**config.mk**
```make
export PLATFORM = sky130hd
export DESIGN_NAME = safe_text_to_utf8_transcoder
export DESIGN_NICKNAME = d
export VERILOG_FILES = /design/src/rtl/stc_pkg.sv /design/src/rtl/stc_front.sv /design/src/rtl/stc_fifo.sv /design/src/rtl/stc_back.sv /design/src/rtl/safe_text_to_utf8_transcoder.sv
export SDC_FILE = /design/constraint.sdc
export NUM_CORES = 1
export LEC_CHECK = 0
export BUFFER_PORTS_ARGS = -buffer_cell sky130_fd_sc_hd__buf_4
export CAP_MARGIN = 20
export CORE_ASPECT_RATIO = 0.6
export CORE_MARGIN = 2
export CORE_UTILIZATION = 61
export DETAILED_ROUTE_END_ITERATION = 12
export HOLD_SLACK_MARGIN = 0.05
export PLACE_DENSITY = 0.8
export REMOVE_ABC_BUFFERS = 1
export SYNTH_ARGS = -nofsm -noshare
export SYNTH_HDL_FRONTEND = slang
export SYNTH_HIERARCHICAL = 1
export SYNTH_SLANG_ARGS = --single-unit
```
**constraint.sdc**
```tcl
create_clock -name clk_i -period 6.6 [get_ports clk_i]
set_input_delay 0.33 -clock clk_i [delete_from_list [all_inputs] [get_ports clk_i]]
set_output_delay 0.33 -clock clk_i [all_outputs]
set_load 0.02 [all_outputs]
```
**src/rtl/stc_pkg.sv**
```systemverilog
// Shared types and codes for the safe text to UTF-8 transcoder.
`timescale 1ns / 1ps
`default_nettype none
package stc_pkg;

  // text_encoding register values
  localparam logic [1:0] EncAscii   = 2'd0;
  localparam logic [1:0] EncUtf8    = 2'd1;
  localparam logic [1:0] EncUtf16Le = 2'd2;
  localparam logic [1:0] EncUtf16Be = 2'd3;

  // result kinds
  localparam logic [2:0] KindData   = 3'd0;
  localparam logic [2:0] KindOk     = 3'd1;
  localparam logic [2:0] KindEmpty  = 3'd2;
  localparam logic [2:0] KindBadEnc = 3'd3;
  localparam logic [2:0] KindCtrl   = 3'd4;

  // configuration register index (byte address / 4)
  localparam logic RegTextEncoding = 1'b0;

  localparam int unsigned QueueDepth = 4;

  // one record of work from the front end: data bytes, then an optional end result
  typedef struct packed {
    logic [3:0][7:0] data;
    logic [2:0]      n_bytes;
    logic            has_end;
    logic [2:0]      kind;
    logic [20:0]     cp;
  } rec_t;

endpackage
`default_nettype wire

```
**src/rtl/stc_front.sv**
```systemverilog
// Front end: validates input bytes and builds result records.
`timescale 1ns / 1ps
`default_nettype none
module stc_front (
  input  wire logic        clk_i,
  input  wire logic        rst_ni,
  input  wire logic [1:0]  enc_i,
  input  wire logic        clr_i,
  input  wire logic        in_fire_i,
  input  wire logic [7:0]  in_byte_i,
  input  wire logic        has_byte_i,
  input  wire logic        in_last_i,
  output stc_pkg::rec_t    rec_o,
  output logic             push_o
);

  function automatic logic is_ctrl(input logic [20:0] cp);
    is_ctrl = (cp <= 21'h1F) || (cp == 21'h7F) || (cp >= 21'h80 && cp <= 21'h9F);
  endfunction

  logic [3:0][7:0] held_q, held_d;
  logic [2:0]      needed_q, needed_d;
  logic [2:0]      seen_q, seen_d;
  logic [20:0]     acc_q, acc_d;
  logic [7:0]      first_q, first_d;
  logic            half_q, half_d;
  logic [10:0]     pend_q, pend_d;
  logic            drop_q, drop_d;
  logic            saw_q, saw_d;

  logic [15:0]     unit;
  logic [20:0]     u16_cp;
  logic [3:0][7:0] enc_bytes;
  logic [2:0]      enc_n;

  // UTF-16 code unit and code point
  always_comb begin
    if (enc_i == stc_pkg::EncUtf16Le) begin
      unit = {in_byte_i, first_q};
    end else begin
      unit = {first_q, in_byte_i};
    end
    if (pend_q[10]) begin
      u16_cp = 21'h10000 + {1'b0, pend_q[9:0], unit[9:0]};
    end else begin
      u16_cp = {5'd0, unit};
    end
  end

  // UTF-8 encoding of the UTF-16 code point
  always_comb begin
    enc_bytes = '0;
    if (u16_cp <= 21'h7F) begin
      enc_bytes[0] = u16_cp[7:0];
      enc_n = 3'd1;
    end else if (u16_cp <= 21'h7FF) begin
      enc_bytes[0] = {3'b110, u16_cp[10:6]};
      enc_bytes[1] = {2'b10, u16_cp[5:0]};
      enc_n = 3'd2;
    end else if (u16_cp <= 21'hFFFF) begin
      enc_bytes[0] = {4'b1110, u16_cp[15:12]};
      enc_bytes[1] = {2'b10, u16_cp[11:6]};
      enc_bytes[2] = {2'b10, u16_cp[5:0]};
      enc_n = 3'd3;
    end else begin
      enc_bytes[0] = {5'b11110, u16_cp[20:18]};
      enc_bytes[1] = {2'b10, u16_cp[17:12]};
      enc_bytes[2] = {2'b10, u16_cp[11:6]};
      enc_bytes[3] = {2'b10, u16_cp[5:0]};
      enc_n = 3'd4;
    end
  end

  logic        err;
  logic [2:0]  err_kind;
  logic [20:0] err_cp;
  logic        clr;
  logic [20:0] acc_new;
  logic [2:0]  seen_new;
  logic [7:0]  b0;

  always_comb begin
    held_d   = held_q;
    needed_d = needed_q;
    seen_d   = seen_q;
    acc_d    = acc_q;
    first_d  = first_q;
    half_d   = half_q;
    pend_d   = pend_q;
    drop_d   = drop_q;
    saw_d    = saw_q;
    rec_o    = '0;
    push_o   = 1'b0;
    err      = 1'b0;
    err_kind = stc_pkg::KindData;
    err_cp   = '0;
    clr      = 1'b0;
    acc_new  = {acc_q[14:0], in_byte_i[5:0]};
    seen_new = seen_q + 3'd1;
    b0       = held_q[0];

    if (in_fire_i) begin
      if (drop_q) begin
        clr = in_last_i;
      end else begin
        if (has_byte_i) begin
          saw_d = 1'b1;
          case (enc_i)
            stc_pkg::EncAscii: begin
              if (in_byte_i[7]) begin
                err = 1'b1;
                err_kind = stc_pkg::KindBadEnc;
              end else if (is_ctrl({13'd0, in_byte_i})) begin
                err = 1'b1;
                err_kind = stc_pkg::KindCtrl;
                err_cp = {13'd0, in_byte_i};
              end else begin
                rec_o.data[0] = in_byte_i;
                rec_o.n_bytes = 3'd1;
              end
            end
            stc_pkg::EncUtf16Le, stc_pkg::EncUtf16Be: begin
              if (!half_q) begin
                first_d = in_byte_i;
                half_d  = 1'b1;
              end else begin
                half_d = 1'b0;
                if (pend_q[10]) begin
                  pend_d = '0;
                  if (unit[15:10] != 6'b110111) begin
                    err = 1'b1;
                    err_kind = stc_pkg::KindBadEnc;
                  end
                end else if (unit[15:10] == 6'b110110) begin
                  pend_d = {1'b1, unit[9:0]};
                end else if (unit[15:10] == 6'b110111) begin
                  err = 1'b1;
                  err_kind = stc_pkg::KindBadEnc;
                end
                // emit only when no surrogate is left waiting
                if (!err && !(!pend_q[10] && unit[15:10] == 6'b110110)) begin
                  if (is_ctrl(u16_cp)) begin
                    err = 1'b1;
                    err_kind = stc_pkg::KindCtrl;
                    err_cp = u16_cp;
                  end else begin
                    rec_o.data    = enc_bytes;
                    rec_o.n_bytes = enc_n;
                  end
                end
              end
            end
            default: begin
              if (seen_q == 3'd0) begin
                if (!in_byte_i[7]) begin
                  if (is_ctrl({13'd0, in_byte_i})) begin
                    err = 1'b1;
                    err_kind = stc_pkg::KindCtrl;
                    err_cp = {13'd0, in_byte_i};
                  end else begin
                    rec_o.data[0] = in_byte_i;
                    rec_o.n_bytes = 3'd1;
                  end
                end else begin
                  if (in_byte_i >= 8'hC2 && in_byte_i <= 8'hDF) begin
                    needed_d = 3'd2;
                    acc_d = {16'd0, in_byte_i[4:0]};
                  end else if (in_byte_i >= 8'hE0 && in_byte_i <= 8'hEF) begin
                    needed_d = 3'd3;
                    acc_d = {17'd0, in_byte_i[3:0]};
                  end else if (in_byte_i >= 8'hF0 && in_byte_i <= 8'hF4) begin
                    needed_d = 3'd4;
                    acc_d = {18'd0, in_byte_i[2:0]};
                  end else begin
                    err = 1'b1;
                    err_kind = stc_pkg::KindBadEnc;
                  end
                  held_d[0] = in_byte_i;
                  seen_d = 3'd1;
                end
              end else if (in_byte_i[7:6] != 2'b10) begin
                err = 1'b1;
                err_kind = stc_pkg::KindBadEnc;
              end else if (seen_q == 3'd1 &&
                           ((b0 == 8'hE0 && in_byte_i < 8'hA0) ||
                            (b0 == 8'hED && in_byte_i >= 8'hA0) ||
                            (b0 == 8'hF0 && in_byte_i < 8'h90) ||
                            (b0 == 8'hF4 && in_byte_i >= 8'h90))) begin
                err = 1'b1;
                err_kind = stc_pkg::KindBadEnc;
              end else begin
                held_d[seen_q[1:0]] = in_byte_i;
                if (seen_new < needed_q) begin
                  acc_d  = acc_new;
                  seen_d = seen_new;
                end else if (acc_new > 21'h10FFFF ||
                             (acc_new >= 21'hD800 && acc_new <= 21'hDFFF)) begin
                  err = 1'b1;
                  err_kind = stc_pkg::KindBadEnc;
                end else if (is_ctrl(acc_new)) begin
                  err = 1'b1;
                  err_kind = stc_pkg::KindCtrl;
                  err_cp = acc_new;
                end else begin
                  for (int i = 0; i < 4; i++) begin
                    if (i[1:0] == seen_q[1:0]) begin
                      rec_o.data[i[1:0]] = in_byte_i;
                    end else begin
                      rec_o.data[i[1:0]] = held_q[i[1:0]];
                    end
                  end
                  rec_o.n_bytes = needed_q;
                  needed_d = '0;
                  seen_d   = '0;
                  acc_d    = '0;
                end
              end
            end
          endcase
        end

        if (err) begin
          rec_o         = '0;
          rec_o.has_end = 1'b1;
          rec_o.kind    = err_kind;
          rec_o.cp      = err_cp;
          push_o        = 1'b1;
          clr           = 1'b1;
        end else begin
          if (in_last_i) begin
            rec_o.has_end = 1'b1;
            clr = 1'b1;
            if (!saw_d) begin
              rec_o.kind = stc_pkg::KindEmpty;
            end else if (seen_d != 3'd0 || half_d || pend_d[10]) begin
              rec_o.kind = stc_pkg::KindBadEnc;
            end else begin
              rec_o.kind = stc_pkg::KindOk;
            end
          end
          push_o = in_last_i || (rec_o.n_bytes != 3'd0);
        end
      end
    end

    if (clr || clr_i) begin
      needed_d = '0;
      seen_d   = '0;
      acc_d    = '0;
      first_d  = '0;
      half_d   = 1'b0;
      pend_d   = '0;
      drop_d   = 1'b0;
      saw_d    = 1'b0;
    end
    // an error before the last item silences the rest of the string
    if (!clr_i && in_fire_i && !drop_q && err && !in_last_i) begin
      drop_d = 1'b1;
    end
  end

  always_ff @(posedge clk_i or negedge rst_ni) begin
    if (!rst_ni) begin
      needed_q <= '0;
      seen_q   <= '0;
      acc_q    <= '0;
      first_q  <= '0;
      half_q   <= 1'b0;
      pend_q   <= '0;
      drop_q   <= 1'b0;
      saw_q    <= 1'b0;
    end else begin
      needed_q <= needed_d;
      seen_q   <= seen_d;
      acc_q    <= acc_d;
      first_q  <= first_d;
      half_q   <= half_d;
      pend_q   <= pend_d;
      drop_q   <= drop_d;
      saw_q    <= saw_d;
    end
  end

  always_ff @(posedge clk_i) begin
    held_q <= held_d;
  end

endmodule
`default_nettype wire

```
**src/rtl/stc_fifo.sv**
```systemverilog
// Record queue between the front end and the output sequencer.
`timescale 1ns / 1ps
`default_nettype none
module stc_fifo #(
  parameter int unsigned Depth = stc_pkg::QueueDepth
) (
  input  wire logic    clk_i,
  input  wire logic    rst_ni,
  input  wire logic    push_i,
  input  stc_pkg::rec_t wdata_i,
  output logic         full_o,
  input  wire logic    pop_i,
  output logic         valid_o,
  output stc_pkg::rec_t rdata_o
);

  localparam int unsigned PtrW = $clog2(Depth);
  localparam int unsigned CntW = $clog2(Depth + 1);
  localparam logic [PtrW-1:0] LastPtr = PtrW'(Depth - 1);
  localparam logic [CntW-1:0] FullCnt = CntW'(Depth);

  stc_pkg::rec_t mem_q [Depth];
  logic [PtrW-1:0] wr_q, wr_d, rd_q, rd_d;
  logic [CntW-1:0] cnt_q, cnt_d;

  assign full_o  = (cnt_q == FullCnt);
  assign valid_o = (cnt_q != '0);
  assign rdata_o = mem_q[rd_q];

  always_comb begin
    wr_d  = wr_q;
    rd_d  = rd_q;
    cnt_d = cnt_q;
    if (push_i) begin
      wr_d = (wr_q == LastPtr) ? '0 : wr_q + PtrW'(1);
    end
    if (pop_i) begin
      rd_d = (rd_q == LastPtr) ? '0 : rd_q + PtrW'(1);
    end
    if (push_i && !pop_i) begin
      cnt_d = cnt_q + CntW'(1);
    end else if (pop_i && !push_i) begin
      cnt_d = cnt_q - CntW'(1);
    end
  end

  always_ff @(posedge clk_i or negedge rst_ni) begin
    if (!rst_ni) begin
      wr_q  <= '0;
      rd_q  <= '0;
      cnt_q <= '0;
    end else begin
      wr_q  <= wr_d;
      rd_q  <= rd_d;
      cnt_q <= cnt_d;
    end
  end

  always_ff @(posedge clk_i) begin
    if (push_i) begin
      mem_q[wr_q] <= wdata_i;
    end
  end

endmodule
`default_nettype wire

```
**src/rtl/stc_back.sv**
```systemverilog
// Output sequencer: record bytes, then any end result; one per cycle while ready.
`timescale 1ns / 1ps
`default_nettype none
module stc_back (
  input  wire logic    clk_i,
  input  wire logic    rst_ni,
  input  wire logic    head_valid_i,
  input  stc_pkg::rec_t head_i,
  output logic         pop_o,
  output logic         out_valid_o,
  output logic [7:0]   out_byte_o,
  output logic [2:0]   out_kind_o,
  output logic [20:0]  out_cp_o,
  output logic         out_eos_o,
  input  wire logic    out_ready_i
);

  logic [2:0]  idx_q, idx_d;
  logic        valid_q, valid_d;
  logic [7:0]  byte_q, byte_d;
  logic [2:0]  kind_q, kind_d;
  logic [20:0] cp_q, cp_d;
  logic        eos_q, eos_d;
  logic        load;

  assign load        = head_valid_i && (!valid_q || out_ready_i);
  assign out_valid_o = valid_q;
  assign out_byte_o  = byte_q;
  assign out_kind_o  = kind_q;
  assign out_cp_o    = cp_q;
  assign out_eos_o   = eos_q;

  always_comb begin
    idx_d   = idx_q;
    valid_d = valid_q && !out_ready_i;
    byte_d  = byte_q;
    kind_d  = kind_q;
    cp_d    = cp_q;
    eos_d   = eos_q;
    pop_o   = 1'b0;
    if (load) begin
      valid_d = 1'b1;
      if (idx_q < head_i.n_bytes) begin
        byte_d = head_i.data[idx_q[1:0]];
        kind_d = stc_pkg::KindData;
        cp_d   = '0;
        eos_d  = 1'b0;
        if ((idx_q + 3'd1 == head_i.n_bytes) && !head_i.has_end) begin
          pop_o = 1'b1;
          idx_d = '0;
        end else begin
          idx_d = idx_q + 3'd1;
        end
      end else begin
        byte_d = '0;
        kind_d = head_i.kind;
        cp_d   = head_i.cp;
        eos_d  = 1'b1;
        pop_o  = 1'b1;
        idx_d  = '0;
      end
    end
  end

  always_ff @(posedge clk_i or negedge rst_ni) begin
    if (!rst_ni) begin
      idx_q   <= '0;
      valid_q <= 1'b0;
    end else begin
      idx_q   <= idx_d;
      valid_q <= valid_d;
    end
  end

  always_ff @(posedge clk_i) begin
    byte_q <= byte_d;
    kind_q <= kind_d;
    cp_q   <= cp_d;
    eos_q  <= eos_d;
  end

endmodule
`default_nettype wire

```
**src/rtl/safe_text_to_utf8_transcoder.sv**
```systemverilog
// Top level of the validating text to UTF-8 transcoder.
//
//  channel  | direction | signals
//  ---------+-----------+---------------------------------------------------
//  s_axis   | in        | tdata: in_byte; tuser: has_byte; tlast: in_last
//  m_axis   | out       | tdata: out_byte, bad_codepoint; tuser: kind;
//           |           | tlast: end_of_string
//  apb      | config    | register 0 at address 0: text_encoding
//
// The front end takes one input transfer per cycle while the record queue has room.
// The output side sends one result per cycle while m_axis is ready: each UTF-8
// byte of a character, then the string's end result; the output register sets that pace.
// Either side may stall; the queue holds QueueDepth records between them.
// After reset the encoding is UTF-8 and no string is in progress.
`timescale 1ns / 1ps
`default_nettype none
module safe_text_to_utf8_transcoder #(
  parameter int unsigned QueueDepth = stc_pkg::QueueDepth
) (
  input  wire logic        clk_i,
  input  wire logic        rst_ni,
  input  wire logic        s_axis_tvalid_i,
  output logic             s_axis_tready_o,
  input  wire logic [7:0]  s_axis_tdata_i,   // [7:0] in_byte
  input  wire logic [0:0]  s_axis_tuser_i,   // [0] has_byte
  input  wire logic        s_axis_tlast_i,
  output logic             m_axis_tvalid_o,
  input  wire logic        m_axis_tready_i,
  output logic [31:0]      m_axis_tdata_o,   // [7:0] out_byte, [28:8] bad_codepoint
  output logic [2:0]       m_axis_tuser_o,   // [2:0] kind
  output logic             m_axis_tlast_o,
  input  wire logic        psel_i,
  input  wire logic        penable_i,
  input  wire logic        pwrite_i,
  input  wire logic [2:0]  paddr_i,
  input  wire logic [31:0] pwdata_i,
  output logic [31:0]      prdata_o,
  output logic             pready_o
);

  logic [1:0]    enc_q, enc_d;
  logic          cfg_we;
  logic          in_fire;
  logic          full;
  logic          push;
  logic          pop;
  logic          head_valid;
  stc_pkg::rec_t rec_in;
  stc_pkg::rec_t head;
  logic [7:0]    out_byte;
  logic [20:0]   out_cp;

  assign pready_o = 1'b1;
  assign cfg_we   = psel_i && penable_i && pwrite_i && pready_o &&
                    (paddr_i[2] == stc_pkg::RegTextEncoding);
  assign enc_d    = cfg_we ? pwdata_i[1:0] : enc_q;
  assign prdata_o = {30'd0, enc_q};

  always_ff @(posedge clk_i or negedge rst_ni) begin
    if (!rst_ni) begin
      enc_q <= stc_pkg::EncUtf8;
    end else begin
      enc_q <= enc_d;
    end
  end

  assign s_axis_tready_o = !full;
  assign in_fire         = s_axis_tvalid_i && s_axis_tready_o;

  stc_front u_front (
    .clk_i      (clk_i),
    .rst_ni     (rst_ni),
    .enc_i      (enc_q),
    .clr_i      (cfg_we),
    .in_fire_i  (in_fire),
    .in_byte_i  (s_axis_tdata_i),
    .has_byte_i (s_axis_tuser_i[0]),
    .in_last_i  (s_axis_tlast_i),
    .rec_o      (rec_in),
    .push_o     (push)
  );

  stc_fifo #(
    .Depth (QueueDepth)
  ) u_fifo (
    .clk_i   (clk_i),
    .rst_ni  (rst_ni),
    .push_i  (push),
    .wdata_i (rec_in),
    .full_o  (full),
    .pop_i   (pop),
    .valid_o (head_valid),
    .rdata_o (head)
  );

  stc_back u_back (
    .clk_i        (clk_i),
    .rst_ni       (rst_ni),
    .head_valid_i (head_valid),
    .head_i       (head),
    .pop_o        (pop),
    .out_valid_o  (m_axis_tvalid_o),
    .out_byte_o   (out_byte),
    .out_kind_o   (m_axis_tuser_o),
    .out_cp_o     (out_cp),
    .out_eos_o    (m_axis_tlast_o),
    .out_ready_i  (m_axis_tready_i)
  );

  assign m_axis_tdata_o = {3'd0, out_cp, out_byte};

endmodule
`default_nettype wire
```
==> reports/qor.yml, run 1 <==
cts_setup_buffers: 0
worstSetupPathType: "reg -> reg"
grt-ovfl-total: 0
fin_total_pwr_w: 0.00813
r2r_end: "u_fifo/mem_q[2][54]"
crit_start: "enc_q[0]"
cts_resized: 0
pwr-share-comb_pct: 34.8
syn_area_sq_um: 17200
reg2reg_slack_ns: 1.22
leakagePower_nw: 6.66
ant_nets: 0
post-route-min-period_ns: 5.38
synth_edf_count: 305
async_flop_share_pct: 15.5
syn_inst: 1195
cts_tree: "done"
worst_setup_path_start_kind: "register"
drc: 0
max-vdd-ir-drop_mv: 0.476
finalHoldViolCount: 0
status: "completed"
cts.reportedPaths.clkPinSlew_ns: 0.06
synth-seq-area-share_pct: 61.3
rows: 47
grt_pass1_vias: 10500
synth_cell_types: 85
tightest_slew_ns: 1.13
place_area_sq_um: 17700
gp_congestion: 0.957
area_growth_pct: 9.77
numClockSinks: 361
rsz0062_at_grt: "false"
drv_cap: 0
drt_iter0_markers: 1627
reg2reg_depth: 11
clock.fmax_mhz: 186
switching_share_pct: 33.6
power_frac_clock_pct: 25.8
numCtsBuffers: 34
grt_max_degree: 61
root_buffer: "clkbuf_16"
fin_hold_ws_ns: 0.175
arrival_ns: 5.59
diodes: 0
final_common_cell: "edfxtp_1"
power_density_nw_per_um2: 430
core_sq_um: 27700
multi_input_comb_area_sq_um: 5950
fp.dieArea_sq_um: 29700
synth_top_cell_by_area: "edfxtp_1"
fin_tns_setup_ns: 0
rr_startpoint: "enc_q[0]"
regArea_sq_um: 10600
vias_per_cell: 6.68
clk_path_buf_depth: 3
min-delay-path-class: "in -> reg"
power.switching_w: 0.00273
antenna_found_initial: 0
die_w_um: 221
synth-main-ff-cell: "edfxtp_1"
final-setup-viol-count: 0
drt-wirelength-per-cell_um: 25.5
finalInstanceArea_sq_um: 18900
layout-drive-gt1-share_pct: 18.4
intPower_w: 0.00540
clk_latency_ns: 0.53
initial_core_util_pct: 62.2
numPortBuffers: 56
relSlewSlack_pct: 24.3
cts_hold_buf: 3
grt_pass1_wl_um: 63500
hpwl_um: 26200
wl_um: 41300
p_seq_share_pct: 39.4
yosys-top-cells-area: "edfxtp_1, mux4_2, dfrtp_1, mux2i_1, buf_4"
dp_cells: 1555
final_nets: 1299
finalMaxSlewViolations: 0
die-height_um: 134
required_ns: 6.81
fin_crit_sh_pct: 81.5
cts_max_level: 2
synth_top_area_share_pct: 53.1
cp-end-kind: "register"
io-pin-count: 123
avgSynthCellArea_sq_um: 14.4
grt_use_total_pct: 28.3
dr.pass1.iters: 5
vias: 10800
synth_warnings: 6
fin_skew_ns: 0.00991
fin_cells: 1620
crit_end: "u_fifo/mem_q[2][54]"
worstPathMaxFanout: 38
final_cell_mix: "edfxtp_1, nor2_1, buf_4"
nFillCells: 1830
ys_ff_latch: 361
## power by group through the flow
stage                     registers [W]  logic [W]  clock network [W]
final                           0.00321    0.00283            0.00209
after global routing            0.00324    0.00301            0.00221
after CTS                       0.00321    0.00278            0.00213
after detailed placement        0.00324    0.00273                  0
after global placement          0.00322    0.00266                  0
after floorplan                 0.00342    0.00170                  0
## per-stage QoR
step	setup WS [ns]	util, %
finish	1.22	68.3
global route	0.904	68.3
CTS	1.39	68.2
detailed placement	1.45	63.8
global placement	1.62	63.8
floorplan	1.08	-
## synthesized netlist by cell type, types with 4 or more instances
master,count
buf_4,50
mux2i_1,47
buf_12,6
o31ai_1,7
a21oi_1,51
nor4bb_1,7
nand3_1,22
or3_1,6
nor2b_1,20
and4_1,4
nand2b_1,12
buf_1,5
inv_1,22
o2bb2ai_1,11
o21ai_0,34
xor2_1,5
clkbuf_1,43
nand2_1,45
nor3_1,19
and3_1,12
edfxtp_1,305
a22o_1,18
dfrtp_1,55
a31oi_1,11
and2_1,24
nor2_1,80
a311o_1,4
nor4_1,9
buf_6,5
buf_2,15
mux4_2,66
o22ai_1,10
a311oi_1,4
mux2_2,5
nor3b_1,12
ha_1,18
o22a_1,13
o21a_1,27
a32o_1,6
## layout make-up
type / count / area share (%)
flip-flops and latches: 361 / 55.8
clock inverters: 17 / 1.51
repair buffers: 79 / 3.51
multi-input cells: 730 / 31.5
clock buffers: 44 / 4.81
well taps: 367 / 2.43
inverters: 22 / 0.436
## logic make-up (layout without fill, tap and decap cells)
logic type	count (synthesis)	count (layout)	share of synthesized area (%)
multiplexers	122	122	12.2
AND/OR/NAND/NOR	294	294	9.32
buffers and inverters	148	162	5.22
adder cells (fa/ha/maj)	19	19	1.42
AO/OA/AOI/OAI	239	239	9.98
XOR/XNOR	9	9	0.552
flip-flops	361	361	61.3
other	3	47	0.0653
## worst min path at each step
stage                       from                  to  slack (ns)  depth (start not counted)
2_1_floorplan             rst_ni            enc_q[1]        0.03                          0
3_3_place_gp              rst_ni     u_fifo/cnt_q[0]        0.43                          1
3_5_place_dp              rst_ni     u_fifo/cnt_q[0]        0.44                          1
5_1_grt        s_axis_tdata_i[0]   u_front/held_q[8]        0.17                          1
6_report       s_axis_tdata_i[0]  u_front/held_q[24]        0.18                          1
4_1_cts          m_axis_tready_i  u_back/out_valid_o        0.15                          3
## worst max-delay path: stages (launching register included)
cell and delay, ns:
dfstp_2 0.83, nor2b_1 0.09, buf_4 0.22, mux2i_1 0.51, o221ai_1 0.34, a2111oi_2 0.57
nor3_2 0.18, nor2_2 0.59, nor2_1 0.12, a41oi_1 0.53, and2_2 0.70, buf_12 0.32
## sequential cells by signal, indices dropped and copies added (netlist names)
register / count
enc_q: 2
u_back/idx_q: 3
u_back/out_byte_o: 8
u_back/out_cp_o: 21
u_back/out_eos_o: 1
u_back/out_kind_o: 3
u_back/out_valid_o: 1
u_fifo/cnt_q: 3
u_fifo/mem_q: 240
u_fifo/rd_q: 2
u_fifo/wr_q: 2
u_front/acc_q: 15
u_front/b0: 8
u_front/drop_q: 1
u_front/first_q: 8
u_front/half_q: 1
u_front/held_q: 24
u_front/needed_q: 3
u_front/pend_q: 11
u_front/saw_q: 1
u_front/seen_q: 3
## per-layer routing
layer  global-route usage (%)  wire length [um]  up-vias
li1                         -                 -     4629
met1                     40.7             16800     5399
met2                     42.7             18500      694
met3                     8.17              4900       97
met4                     7.90              1070        0
met5                        0                 0        -
Note: power is estimated with default switching activity, not from simulation.
==> inputs of run 2 (changes only) <==
--- a/config.mk
+++ b/config.mk
@@ -9,10 +9,10 @@
 export CAP_MARGIN = 20
 export CORE_ASPECT_RATIO = 0.6
 export CORE_MARGIN = 2
-export CORE_UTILIZATION = 61
+export CORE_UTILIZATION = 55
 export DETAILED_ROUTE_END_ITERATION = 12
 export HOLD_SLACK_MARGIN = 0.05
-export PLACE_DENSITY = 0.8
+export PLACE_DENSITY = 0.77
 export REMOVE_ABC_BUFFERS = 1
 export SYNTH_ARGS = -nofsm -noshare
 export SYNTH_HDL_FRONTEND = slang
==> constraint.sdc (replaced) <==
create_clock -name clk_i -period 4.7 [get_ports clk_i]
set_input_delay 0.235 -clock clk_i [delete_from_list [all_inputs] [get_ports clk_i]]
set_output_delay 0.235 -clock clk_i [all_outputs]
set_load 0.02 [all_outputs]
==> reports/qor.yml, run 2 (synthesized netlist as in run 1, its figures left out) <==
clk_latency_ns: 0.53
final_nets: 1316
grt-ovfl-total: 0
path_cells: "nor4bb_1 -> a311oi_2 -> or4b_1 -> a2111oi_2 -> nor3_2 -> nor2_2 -> nor2_1 -> a41oi_1 -> buf_4 -> and2_2 -> buf_4"
grt_pass1_wl_um: 62700
layout-drive-gt1-share_pct: 19.5
cts_resized: 0
drc: 0
max-vdd-ir-drop_mv: 0.303
status: "completed"
largest_reg_flops: 240
dp_cells: 1621
drt-wirelength-per-cell_um: 23.8
fin_cells: 1686
ant_nets: 0
numCtsBuffers: 34
critPathMaxStageDelay_ns: 0.81
holdPathStages: 3
cp_slowest_cell: "dfstp_2"
worst_setup_path_start_kind: "register"
vias_per_cell: 6.38
wl_um: 40100
clock.fmax_mhz: 228
grt_max_degree: 59
cts_max_level: 2
pre_cts_slack_ns: 0.476
cpMostUsedCell: "buf_4"
relSlewSlack_pct: 38.6
arrival_ns: 4.61
initial_core_util_pct: 55.5
min-delay-path-class: "in -> reg"
fp.dieArea_sq_um: 32800
final_common_cell: "edfxtp_1"
worstSetupPathType: "reg -> reg"
io-pin-count: 123
antenna_found_initial: 0
core_sq_um: 31000
fin_crit_sh_pct: 93.2
worstPathMaxFanout: 21
gp_congestion: 0.970
clk_path_buf_depth: 3
drv_cap: 0
hpwl_um: 26000
reg2reg_depth: 11
die_w_um: 233
postLayoutSetupSlackWorst_ns: 0.317
cp_num_buf_inv: 2
largest-register: "u_fifo/mem_q"
leakagePower_nw: 6.72
diodes: 0
vias: 10800
dr.pass1.iters: 7
required_ns: 4.93
critical-path-top-delay-family: "simple AND/OR/NAND/NOR gates"
fin_tns_setup_ns: 0
power_density_nw_per_um2: 590
fin_total_pwr_w: 0.0112
nFillCells: 2357
cts.reportedPaths.clkPinSlew_ns: 0.06
area_growth_pct: 10.7
grt_pass1_vias: 10400
fin_skew_ns: 0.0149
die-height_um: 141
cp-end-kind: "register"
root_buffer: "clkbuf_16"
cp_num_cells: 11
fin_util_pct: 61.5
finalMaxSlewViolations: 0
drt_iter0_markers: 1328
finalHoldViolCount: 0
numPortBuffers: 56
cts_tree: "done"
rsz0062_at_grt: "false"
numClockSinks: 361
post-route-min-period_ns: 4.38
tightest_slew_ns: 0.921
grt_use_total_pct: 25.2
final_cell_mix: "edfxtp_1, buf_4, nor2_1"
rows: 50
final-setup-viol-count: 0
run 2: changes by cell type in the layout (fill, tap and decap cells not counted), sizes merged:
cell,previous run,this run
buf,76,93
bufinv,7,4
clkbuf,44,42
clkinv,9,14
run 2: area by class of cell:
cell class / count / area (sq um) / area share [%]
clock inverter: 19 / 214 / 1.12
clock buffer: 42 / 902 / 4.73
sequential: 361 / 10600 / 55.4
inverter: 22 / 82.6 / 0.433
tap: 416 / 520 / 2.73
timing repair buffer: 96 / 828 / 4.34
multi-input combinational: 730 / 5960 / 31.2
run 2: worst reg2reg max path: stages, from the launching register on:
cell and delay [ns]:
dfstp_2 0.81, nor4bb_1 0.15, a311oi_2 0.41, or4b_1 0.49, a2111oi_2 0.45, nor3_2 0.16, nor2_2 0.17, nor2_1 0.08
a41oi_1 0.34, buf_4 0.23, and2_2 0.50, buf_4 0.29
run 2: path summary, 6_finish.rpt:
kind                                        start            endpoint  slack (ns)
worst max-delay path                     enc_q[0]  u_fifo/mem_q[0][5]        0.32
worst min-delay path              m_axis_tready_i  u_back/out_valid_o        0.09
worst max register to register           enc_q[0]  u_fifo/mem_q[0][5]        0.32
worst min register to register  u_front/pend_q[3]   u_front/pend_q[3]        0.49
max in group asynchronous                  rst_ni      u_fifo/rd_q[0]        3.82
min in group asynchronous                  rst_ni   u_front/seen_q[2]        0.33
run 2: power breakdown:
part           internal (W)  switching (W)
clock               0.00160        0.00117
combinational       0.00171        0.00226
sequential          0.00416       0.000346
total               0.00746        0.00378
run 2: what timing repair did:
item                       4_1_cts  5_1_grt
hold endpoints to repair        57        0
setup buffers                    0        0
hold buffers                     3        0
setup endpoints to repair        0        0
run 2: per-layer routing:
layer	routed length, um	up-vias	track usage (%)
met4	615	0	5.36
li1	-	4666	-
met1	17700	5474	38.3
met2	17800	555	36.9
met3	4080	61	6.45
met5	0	-	0
run 2: per-stage QoR:
step	hold slack, ns	cell area, sq um
after floorplan	-0.0606	16600
after detailed placement	0.352	17900
after global routing	0.0783	19100
after global placement	0.354	17900
after CTS	0.0525	19100
final	0.0856	19100
